`config.mk`:
```
export PLATFORM = sky130hd
export DESIGN_NAME = prescaled_timer_counter_regs_flat
export DESIGN_NICKNAME = d
export VERILOG_FILES = /design/src/rtl/core/ptc_pkg.sv /design/src/rtl/core/ptc_if.sv /design/src/rtl/core/ptc_prescale.sv /design/src/rtl/core/prescaled_timer_counter_regs.sv /design/src/flat_wrapper.sv
export SDC_FILE = /design/constraint.sdc
export NUM_CORES = 1
export LEC_CHECK = 0
export BUFFER_PORTS_ARGS = -buffer_cell sky130_fd_sc_hd__buf_2
export CAP_MARGIN = 20
export CORE_MARGIN = 4
export CORE_UTILIZATION = 25
export CTS_CLUSTER_DIAMETER = 200
export DETAILED_ROUTE_END_ITERATION = 7
export GPL_TIMING_DRIVEN = 0
export MAX_ROUTING_LAYER = met4
export SLEW_MARGIN = 20
export SYNTH_ARGS = -nofsm -noshare
export SYNTH_HDL_FRONTEND = slang
export SYNTH_SLANG_ARGS = --single-unit
export TNS_END_PERCENT = 100
```
`constraint.sdc`:
```
create_clock -name clk -period 9.6 [get_ports clk]
set_clock_uncertainty 0.1 [all_clocks]
set_input_delay 0 -clock clk [delete_from_list [all_inputs] [get_ports clk]]
set_output_delay 0 -clock clk [all_outputs]
set_load 0.02 [all_outputs]
```
`src/rtl/core/ptc_pkg.sv`:
```
// ptc_pkg: shared constants and types for the prescaled timer counter.
// Register offsets, request kinds, control word fields, prescaler status.
// No dependencies.
package ptc_pkg;

    localparam int unsigned AddrWidth  = 10;
    localparam int unsigned DataWidth  = 32;
    localparam int unsigned FuncWidth  = 2;
    localparam int unsigned PhaseWidth = 8;
    localparam int unsigned PtvWidth   = 3;

    // request kinds
    localparam logic [FuncWidth-1:0] FUNC_READ  = 2'd0;
    localparam logic [FuncWidth-1:0] FUNC_WRITE = 2'd1;
    localparam logic [FuncWidth-1:0] FUNC_TICK  = 2'd2;

    // register byte offsets
    localparam logic [AddrWidth-1:0] OFS_IDENT = 10'h000;
    localparam logic [AddrWidth-1:0] OFS_CTRL  = 10'h038;
    localparam logic [AddrWidth-1:0] OFS_COUNT = 10'h03c;
    localparam logic [AddrWidth-1:0] OFS_LOAD  = 10'h040;
    localparam logic [AddrWidth-1:0] OFS_TRIG  = 10'h044;
    localparam logic [AddrWidth-1:0] OFS_WPEND = 10'h048;

    // control word fields
    localparam int unsigned CTRL_START_BIT = 0;
    localparam int unsigned CTRL_PTV_LSB   = 2;
    localparam int unsigned CTRL_PTV_MSB   = 4;
    localparam int unsigned CTRL_PRE_BIT   = 5;

    // prescaler outcome for one tick
    typedef struct packed {
        logic                  advance;
        logic [PhaseWidth-1:0] phase_next;
    } ptc_pre_t;

endpackage

```
`src/rtl/core/ptc_if.sv`:
```
// ptc_req_if / ptc_rsp_if: valid/ready channels of the timer.
// Depends on ptc_pkg for field widths.
interface ptc_req_if
    import ptc_pkg::*;
();
    logic                 valid;
    logic                 ready;
    logic [FuncWidth-1:0] func;
    logic [AddrWidth-1:0] addr;
    logic [DataWidth-1:0] wdata;

    modport source (output valid, output func, output addr, output wdata, input ready);
    modport sink   (input valid, input func, input addr, input wdata, output ready);
endinterface

interface ptc_rsp_if
    import ptc_pkg::*;
();
    logic                 valid;
    logic                 ready;
    logic [DataWidth-1:0] rdata;
    logic                 unmapped;

    modport source (output valid, output rdata, output unmapped, input ready);
    modport sink   (input valid, input rdata, input unmapped, output ready);
endinterface

```
`src/rtl/core/ptc_prescale.sv`:
```
// ptc_prescale: prescaler phase step for one input-clock tick.
// Depends on ptc_pkg.
module ptc_prescale
    import ptc_pkg::*;
(
    input  logic                  pre_en,
    input  logic [PtvWidth-1:0]   ptv,
    input  logic [PhaseWidth-1:0] phase,
    output ptc_pre_t              status
);

    logic [PhaseWidth:0] phase_inc;
    logic [PhaseWidth:0] divisor;

    assign phase_inc = {1'b0, phase} + {{PhaseWidth{1'b0}}, 1'b1};
    assign divisor   = {{(PhaseWidth-1){1'b0}}, 2'b10} << ptv;

    always_comb
    begin
        status.advance    = 1'b1;
        status.phase_next = phase;
        if (pre_en)
        begin
            if (phase_inc >= divisor)
            begin
                status.phase_next = '0;
            end
            else
            begin
                status.advance    = 1'b0;
                status.phase_next = phase_inc[PhaseWidth-1:0];
            end
        end
    end

endmodule

```
`src/rtl/core/prescaled_timer_counter_regs.sv`:
```
// prescaled_timer_counter_regs: timer with a register interface.
// Depends on ptc_pkg, ptc_req_if / ptc_rsp_if and ptc_prescale.
//
//  channel | dir | payload                      | carries
//  --------+-----+------------------------------+----------------------------------
//  req     | in  | func[1:0] addr[9:0] wdata[31:0] | bus read, bus write or one tick
//  rsp     | out | rdata[31:0] unmapped         | one response for each bus read
//
// One request per cycle while rsp is not stalled. Each request updates the timer
// state in the cycle it is accepted; a read's response appears in the output
// register on the next cycle. The 32-bit counter increment sets the critical path.
// Reset clears all registers but run, which it sets, and rdata/unmapped, which it
// leaves as they are; the counter runs after reset (start bit reads 0).
// A pending response only blocks new requests while rsp is stalled; with the
// response taken in the same cycle a new request is still accepted.
module prescaled_timer_counter_regs
    import ptc_pkg::*;
(
    input  logic      clk,
    input  logic      rst_n,
    ptc_req_if.sink   req,
    ptc_rsp_if.source rsp
);

    // architectural state
    logic [DataWidth-1:0]  ctrl_reg,  ctrl_next;
    logic [DataWidth-1:0]  load_reg,  load_next;
    logic [DataWidth-1:0]  count_reg, count_next;
    logic                  run_reg,   run_next;
    logic [PhaseWidth-1:0] phase_reg, phase_next;

    // response register
    logic                  rsp_valid_reg, rsp_valid_next;
    logic [DataWidth-1:0]  rdata_reg,     rdata_next;
    logic                  unmapped_reg,  unmapped_next;

    logic     req_accept;
    ptc_pre_t pre_status;

    // output slot frees when empty or being drained this cycle
    assign req.ready  = !rsp_valid_reg || rsp.ready;
    assign req_accept = req.valid && req.ready;

    assign rsp.valid    = rsp_valid_reg;
    assign rsp.rdata    = rdata_reg;
    assign rsp.unmapped = unmapped_reg;

    ptc_prescale u_prescale (
        .pre_en (ctrl_reg[CTRL_PRE_BIT]),
        .ptv    (ctrl_reg[CTRL_PTV_MSB:CTRL_PTV_LSB]),
        .phase  (phase_reg),
        .status (pre_status)
    );

    always_comb
    begin
        ctrl_next      = ctrl_reg;
        load_next      = load_reg;
        count_next     = count_reg;
        run_next       = run_reg;
        phase_next     = phase_reg;
        rdata_next     = rdata_reg;
        unmapped_next  = unmapped_reg;
        rsp_valid_next = rsp_valid_reg && !rsp.ready;

        if (req_accept)
        begin
            unique case (req.func)
                FUNC_READ:
                begin
                    rsp_valid_next = 1'b1;
                    unmapped_next  = 1'b0;
                    unique case (req.addr)
                        OFS_IDENT: rdata_next = '0;
                        OFS_CTRL:  rdata_next = ctrl_reg;
                        OFS_COUNT: rdata_next = count_reg;
                        OFS_LOAD:  rdata_next = load_reg;
                        OFS_WPEND: rdata_next = '0;
                        default:
                        begin
                            rdata_next    = '0;
                            unmapped_next = 1'b1;
                        end
                    endcase
                end
                FUNC_WRITE:
                begin
                    unique case (req.addr)
                        OFS_CTRL:
                        begin
                            ctrl_next  = req.wdata;
                            run_next   = req.wdata[CTRL_START_BIT];
                            phase_next = '0;
                        end
                        OFS_COUNT:
                        begin
                            count_next = req.wdata;
                            phase_next = '0;
                        end
                        OFS_LOAD:
                        begin
                            load_next = req.wdata;
                        end
                        OFS_TRIG:
                        begin
                            count_next = load_reg;
                            phase_next = '0;
                        end
                        default:
                        begin
                            // identity, write-pending and holes ignore writes
                        end
                    endcase
                end
                FUNC_TICK:
                begin
                    if (run_reg)
                    begin
                        phase_next = pre_status.phase_next;
                        if (pre_status.advance)
                        begin
                            count_next = count_reg + {{(DataWidth-1){1'b0}}, 1'b1};
                        end
                    end
                end
                default:
                begin
                    // spare code: no effect
                end
            endcase
        end
    end

    always_ff @(posedge clk or negedge rst_n)
    begin
        if (!rst_n)
        begin
            ctrl_reg      <= '0;
            load_reg      <= '0;
            count_reg     <= '0;
            run_reg       <= 1'b1;
            phase_reg     <= '0;
            rsp_valid_reg <= 1'b0;
        end
        else
        begin
            ctrl_reg      <= ctrl_next;
            load_reg      <= load_next;
            count_reg     <= count_next;
            run_reg       <= run_next;
            phase_reg     <= phase_next;
            rsp_valid_reg <= rsp_valid_next;
        end
    end

    always_ff @(posedge clk)
    begin
        rdata_reg    <= rdata_next;
        unmapped_reg <= unmapped_next;
    end

    // prescaler phase never reaches the current divisor
    a_phase_bound: assert property (@(posedge clk) disable iff (!rst_n)
        ({1'b0, phase_reg} <
         ({{(PhaseWidth-1){1'b0}}, 2'b10} << ctrl_reg[CTRL_PTV_MSB:CTRL_PTV_LSB])))
        else $error("prescaler phase out of range");

    // an accepted read always yields a response next cycle
    a_read_rsp: assert property (@(posedge clk) disable iff (!rst_n)
        (req_accept && req.func == FUNC_READ) |=> rsp_valid_reg)
        else $error("read request lost");

    // non-read into an empty slot creates no response
    a_no_spurious: assert property (@(posedge clk) disable iff (!rst_n)
        (req_accept && req.func != FUNC_READ && !rsp_valid_reg) |=> !rsp_valid_reg)
        else $error("response without a read");

    // a tick while stopped leaves counter and phase untouched
    a_stopped_tick: assert property (@(posedge clk) disable iff (!rst_n)
        (req_accept && req.func == FUNC_TICK && !run_reg)
        |=> ($stable(count_reg) && $stable(phase_reg)))
        else $error("stopped timer advanced");

endmodule
```
`src/flat_wrapper.sv`:
```
// flat-port wrapper written by rule: the top's interface ports become plain ports
module prescaled_timer_counter_regs_flat import ptc_pkg::*;
  (clk, rst_n, req_valid, req_func, req_addr, req_wdata, req_ready, rsp_valid, rsp_rdata, rsp_unmapped, rsp_ready);
  ptc_req_if req_i ();
  ptc_rsp_if rsp_i ();
  input  logic clk;
  input  logic rst_n;
  input wire logic [$bits(req_i.valid)-1:0] req_valid;
  input wire logic [$bits(req_i.func)-1:0] req_func;
  input wire logic [$bits(req_i.addr)-1:0] req_addr;
  input wire logic [$bits(req_i.wdata)-1:0] req_wdata;
  output wire logic [$bits(req_i.ready)-1:0] req_ready;
  output wire logic [$bits(rsp_i.valid)-1:0] rsp_valid;
  output wire logic [$bits(rsp_i.rdata)-1:0] rsp_rdata;
  output wire logic [$bits(rsp_i.unmapped)-1:0] rsp_unmapped;
  input wire logic [$bits(rsp_i.ready)-1:0] rsp_ready;
  assign req_i.valid = req_valid;
  assign req_i.func = req_func;
  assign req_i.addr = req_addr;
  assign req_i.wdata = req_wdata;
  assign req_ready = req_i.ready;
  assign rsp_valid = rsp_i.valid;
  assign rsp_rdata = rsp_i.rdata;
  assign rsp_unmapped = rsp_i.unmapped;
  assign rsp_i.ready = rsp_ready;
  prescaled_timer_counter_regs u_core (.clk(clk), .rst_n(rst_n), .req(req_i), .rsp(rsp_i));
endmodule
```
==> impl_results.md <==
* Total Power at 1.55 mW
* Global route overflow at 0
* Die Wd at 178 um
* Crit end category: flop
* Critical Path Stages at 11
* Post-layout min period at 3.09 ns
* Clock Tree Root: clkbuf_16
* CTS buffer count at 17
* Syn Nets at about 750
* Cell Pwr Density at 167 mW/mm^2
* Yosys warning count at 0
* Post-synth EDFFs at 33
* Die Y at 178 um
* Diode count at 0
* Initial core utilization at 0.253
* Rows at 62
* Vias at 6067
* Outcome: finished clean
* DR pass1 iterations at 7
* Top area cells in the synthesized netlist: dfrtp_1 36%, edfxtp_1 14%, mux2_2 9.8%
* Share of layout cells above drive strength 1 at 0.260
* Area of the multi-input gates at around 0.0033 mm^2
* Detailed-placement wirelength estimate at roughly 16000 um
* P&R area growth vs syn at 27.9%
* Worst VDD drop at 116 uV
* CTS tree: done
* Largest net degree at the start of global routing at 68
* Synth async-reset ratio at 0.763
* CP peak stage delay at roughly 0.48 ns
* RSZ-0062 raised after global routing: false
* TritonCTS Sinks at 139
* Critical Path RT at ~9.8 ns
* Avg Synthesized Cell Area at 10.5 um^2
* Post-synth top area cell: dfrtp_1
* Vias in the first global route at 6108
* Die ar. at 0.0317 mm^2
* First-pass GRT wire length at 34700 um
* #FFs+latches synth at 139
* Total Routing Usage GR at 0.147
* Leak pwr at around 4.2 nW
* Max_slew headroom at 0.442
* Area of the mapped netlist at 0.00723 mm^2
* Final Cycle Share at 0.322
* Buffer count from post-CTS setup fixing at 0
* Crit-path max FO at 10
* Detailed Route WL at 22500 um
* Post-CTS Resized at 0
* Worst skew pair latency at 0.43 ns
* CTS Hold Bufs at 45
* Buf/Inv on CP at 1
* Post-synthesis cell type count at 66
* Sequential Area at 0.00364 mm^2
* # DRC at 0
* CP max-delay cell: a31oi_1
* Area share of the largest cell type after synthesis at 0.363
* Fmax at 0.324 GHz
* CP top delay family: compound AO/OA/AOI/OAI gates
* Routed length per instance at 18.2 um
* Mapped Cells at approximately 690
* Clock slew at reported path FFs at 0.06 ns
* Cell Chain, Critical Path: ha_1 -> nand3_1 -> or3_1 -> nand2_1 -> ha_1 -> o21a_1 -> o211ai_1 -> a31oi_1 -> o21a_1 -> buf_6 -> a21oi_1
* Top Ports at 83
* Port Buffer Count at 81
* Seq/Total Area, Yosys at 0.504
* Post-synth top flop: dfrtp_1
* DRT iter0 DRCs at 457
* Vias/cell at 4.92
* Final setup vio count at 0
* Slew @ Worst Pin at between 0.8 and 0.9 ns
* Reg2Reg Depth at 11
* Endpoints failing hold at 0
* Arr. time, crit path at 3.30 ns
* H-tree Lvls at 4
* CP Launch Type: flop
* Fin Setup TNS at 0 ns
* Core area at between 0.02 and 0.03 mm^2
* Max-cap violation count at 0
* Pins over their slew limit at 0
* Max Buffers Root-to-Sink at 2
* Fin nets at about 900
* CP Class: reg2reg
* Initial antenna violation count at 0
* Placer Congestion at approximately 0.90
* Min-delay worst type: in2async
* Post-route ant nets at 0
* Filler cell count at 2942
report_power, final:
group          internal, mW  switching, mW
combinational        0.0758         0.0963
sequential            0.641         0.0440
clock                 0.417          0.274
cells in the final DEF, fill, tap and decap left out, types with 4 or more instances in the layout:
| cell type | Yosys | routed |
|---|---|---|
| dfrtp_1 | 105 | 105 |
| nand2_1 | 102 | 102 |
| buf_2 | 13 | 93 |
| mux2_2 | 63 | 63 |
| nor2_1 | 55 | 55 |
| dlygate4sd3_1 | 0 | 44 |
| a21oi_1 | 37 | 37 |
| edfxtp_1 | 33 | 33 |
| clkbuf_1 | 23 | 24 |
| inv_1 | 21 | 21 |
| a22oi_1 | 20 | 20 |
| o21ai_0 | 19 | 19 |
| nand3_1 | 17 | 17 |
| clkbuf_16 | 0 | 17 |
| o22a_1 | 16 | 16 |
| a222oi_1 | 14 | 14 |
| mux2i_1 | 10 | 10 |
| a32oi_1 | 10 | 10 |
| ha_1 | 10 | 10 |
| buf_4 | 4 | 8 |
| nand4_1 | 8 | 8 |
| nor3_1 | 8 | 7 |
| a2bb2oi_1 | 7 | 7 |
| buf_6 | 5 | 6 |
| and3_1 | 6 | 6 |
| a31oi_1 | 6 | 6 |
| o22ai_1 | 5 | 5 |
| or3_1 | 4 | 4 |
| nor3_2 | 3 | 4 |
| nand3b_1 | 4 | 4 |
| nand2b_1 | 4 | 4 |
| o211ai_1 | 4 | 4 |
| o21ai_1 | 4 | 4 |
per-layer routing:
layer	track usage	wire length [um]
met1	0.193	10300
met5	-	0
met4	0.0496	449
met2	0.228	10500
met3	0.0282	1250
final timing paths:
path | startpoint | to | slack [ns]
max | u_core.phase_reg[0] | u_core.count_reg[17] | 6.51
min | rst_n | u_core.ctrl_reg[10] | 0.006
max reg2reg | u_core.phase_reg[0] | u_core.count_reg[17] | 6.51
min reg2reg | u_core.run_reg | u_core.run_reg | 0.40
max in group asynchronous | rst_n | u_core.run_reg | 9.01
min in group clk | req_addr[4] | u_core.load_reg[31] | 0.15
metrics by stage:
step	util	std cells	area (um^2)	hold slack, ns	worst slack [ns]
after floorplan	-	688	7230	-0.396	5.93
after global placement	0.284	1153	8120	0.165	4.37
after detailed placement	0.286	1158	8190	-0.153	6.54
after CTS	0.323	1234	9250	0.00991	6.52
after global routing	0.323	1234	9250	0.0398	6.22
final	0.323	1234	9250	0.00590	6.51
Yosys cell counts, types with 5 or more instances:
cell / number
dfrtp_1: 105
nand2_1: 102
mux2_2: 63
nor2_1: 55
a21oi_1: 37
edfxtp_1: 33
clkbuf_1: 23
inv_1: 21
a22oi_1: 20
o21ai_0: 19
nand3_1: 17
o22a_1: 16
a222oi_1: 14
buf_2: 13
a32oi_1: 10
ha_1: 10
mux2i_1: 10
nand4_1: 8
nor3_1: 8
a2bb2oi_1: 7
a31oi_1: 6
and3_1: 6
buf_6: 5
o22ai_1: 5
layout make-up:
cell class,instances,area share
Inverter,21,0.00852
Clock buffer,19,0.0479
Clock inverter,12,0.0176
Timing Repair Buffer,131,0.100
Multi-Input combinational cell,483,0.354
Sequential cell,139,0.394
Buffer,45,0.0257
Tap cell,384,0.0519
cell families (layout without fill, tap and decap cells):
family / Yosys count / in the layout / share of synthesized area
AO/OA/AOI/OAI: 159 / 159 / 0.158
XOR/XNOR: 5 / 5 / 0.00606
adder cells (fa/ha/maj): 10 / 10 / 0.0173
buffers and inverters: 66 / 228 / 0.0438
flip-flops: 139 / 139 / 0.504
multiplexers: 73 / 73 / 0.112
AND/OR/NAND/NOR: 236 / 236 / 0.159
worst reg2reg max path, cell delays in order (launching register included):
cell and delay, ns:
dfrtp_1 0.40, ha_1 0.25, nand3_1 0.17, or3_1 0.40, nand2_1 0.10, ha_1 0.16, o21a_1 0.12, o211ai_1 0.08
a31oi_1 0.48, o21a_1 0.40, buf_6 0.22, a21oi_1 0.08
No activity file was read; power rests on OpenSTA's default activity.
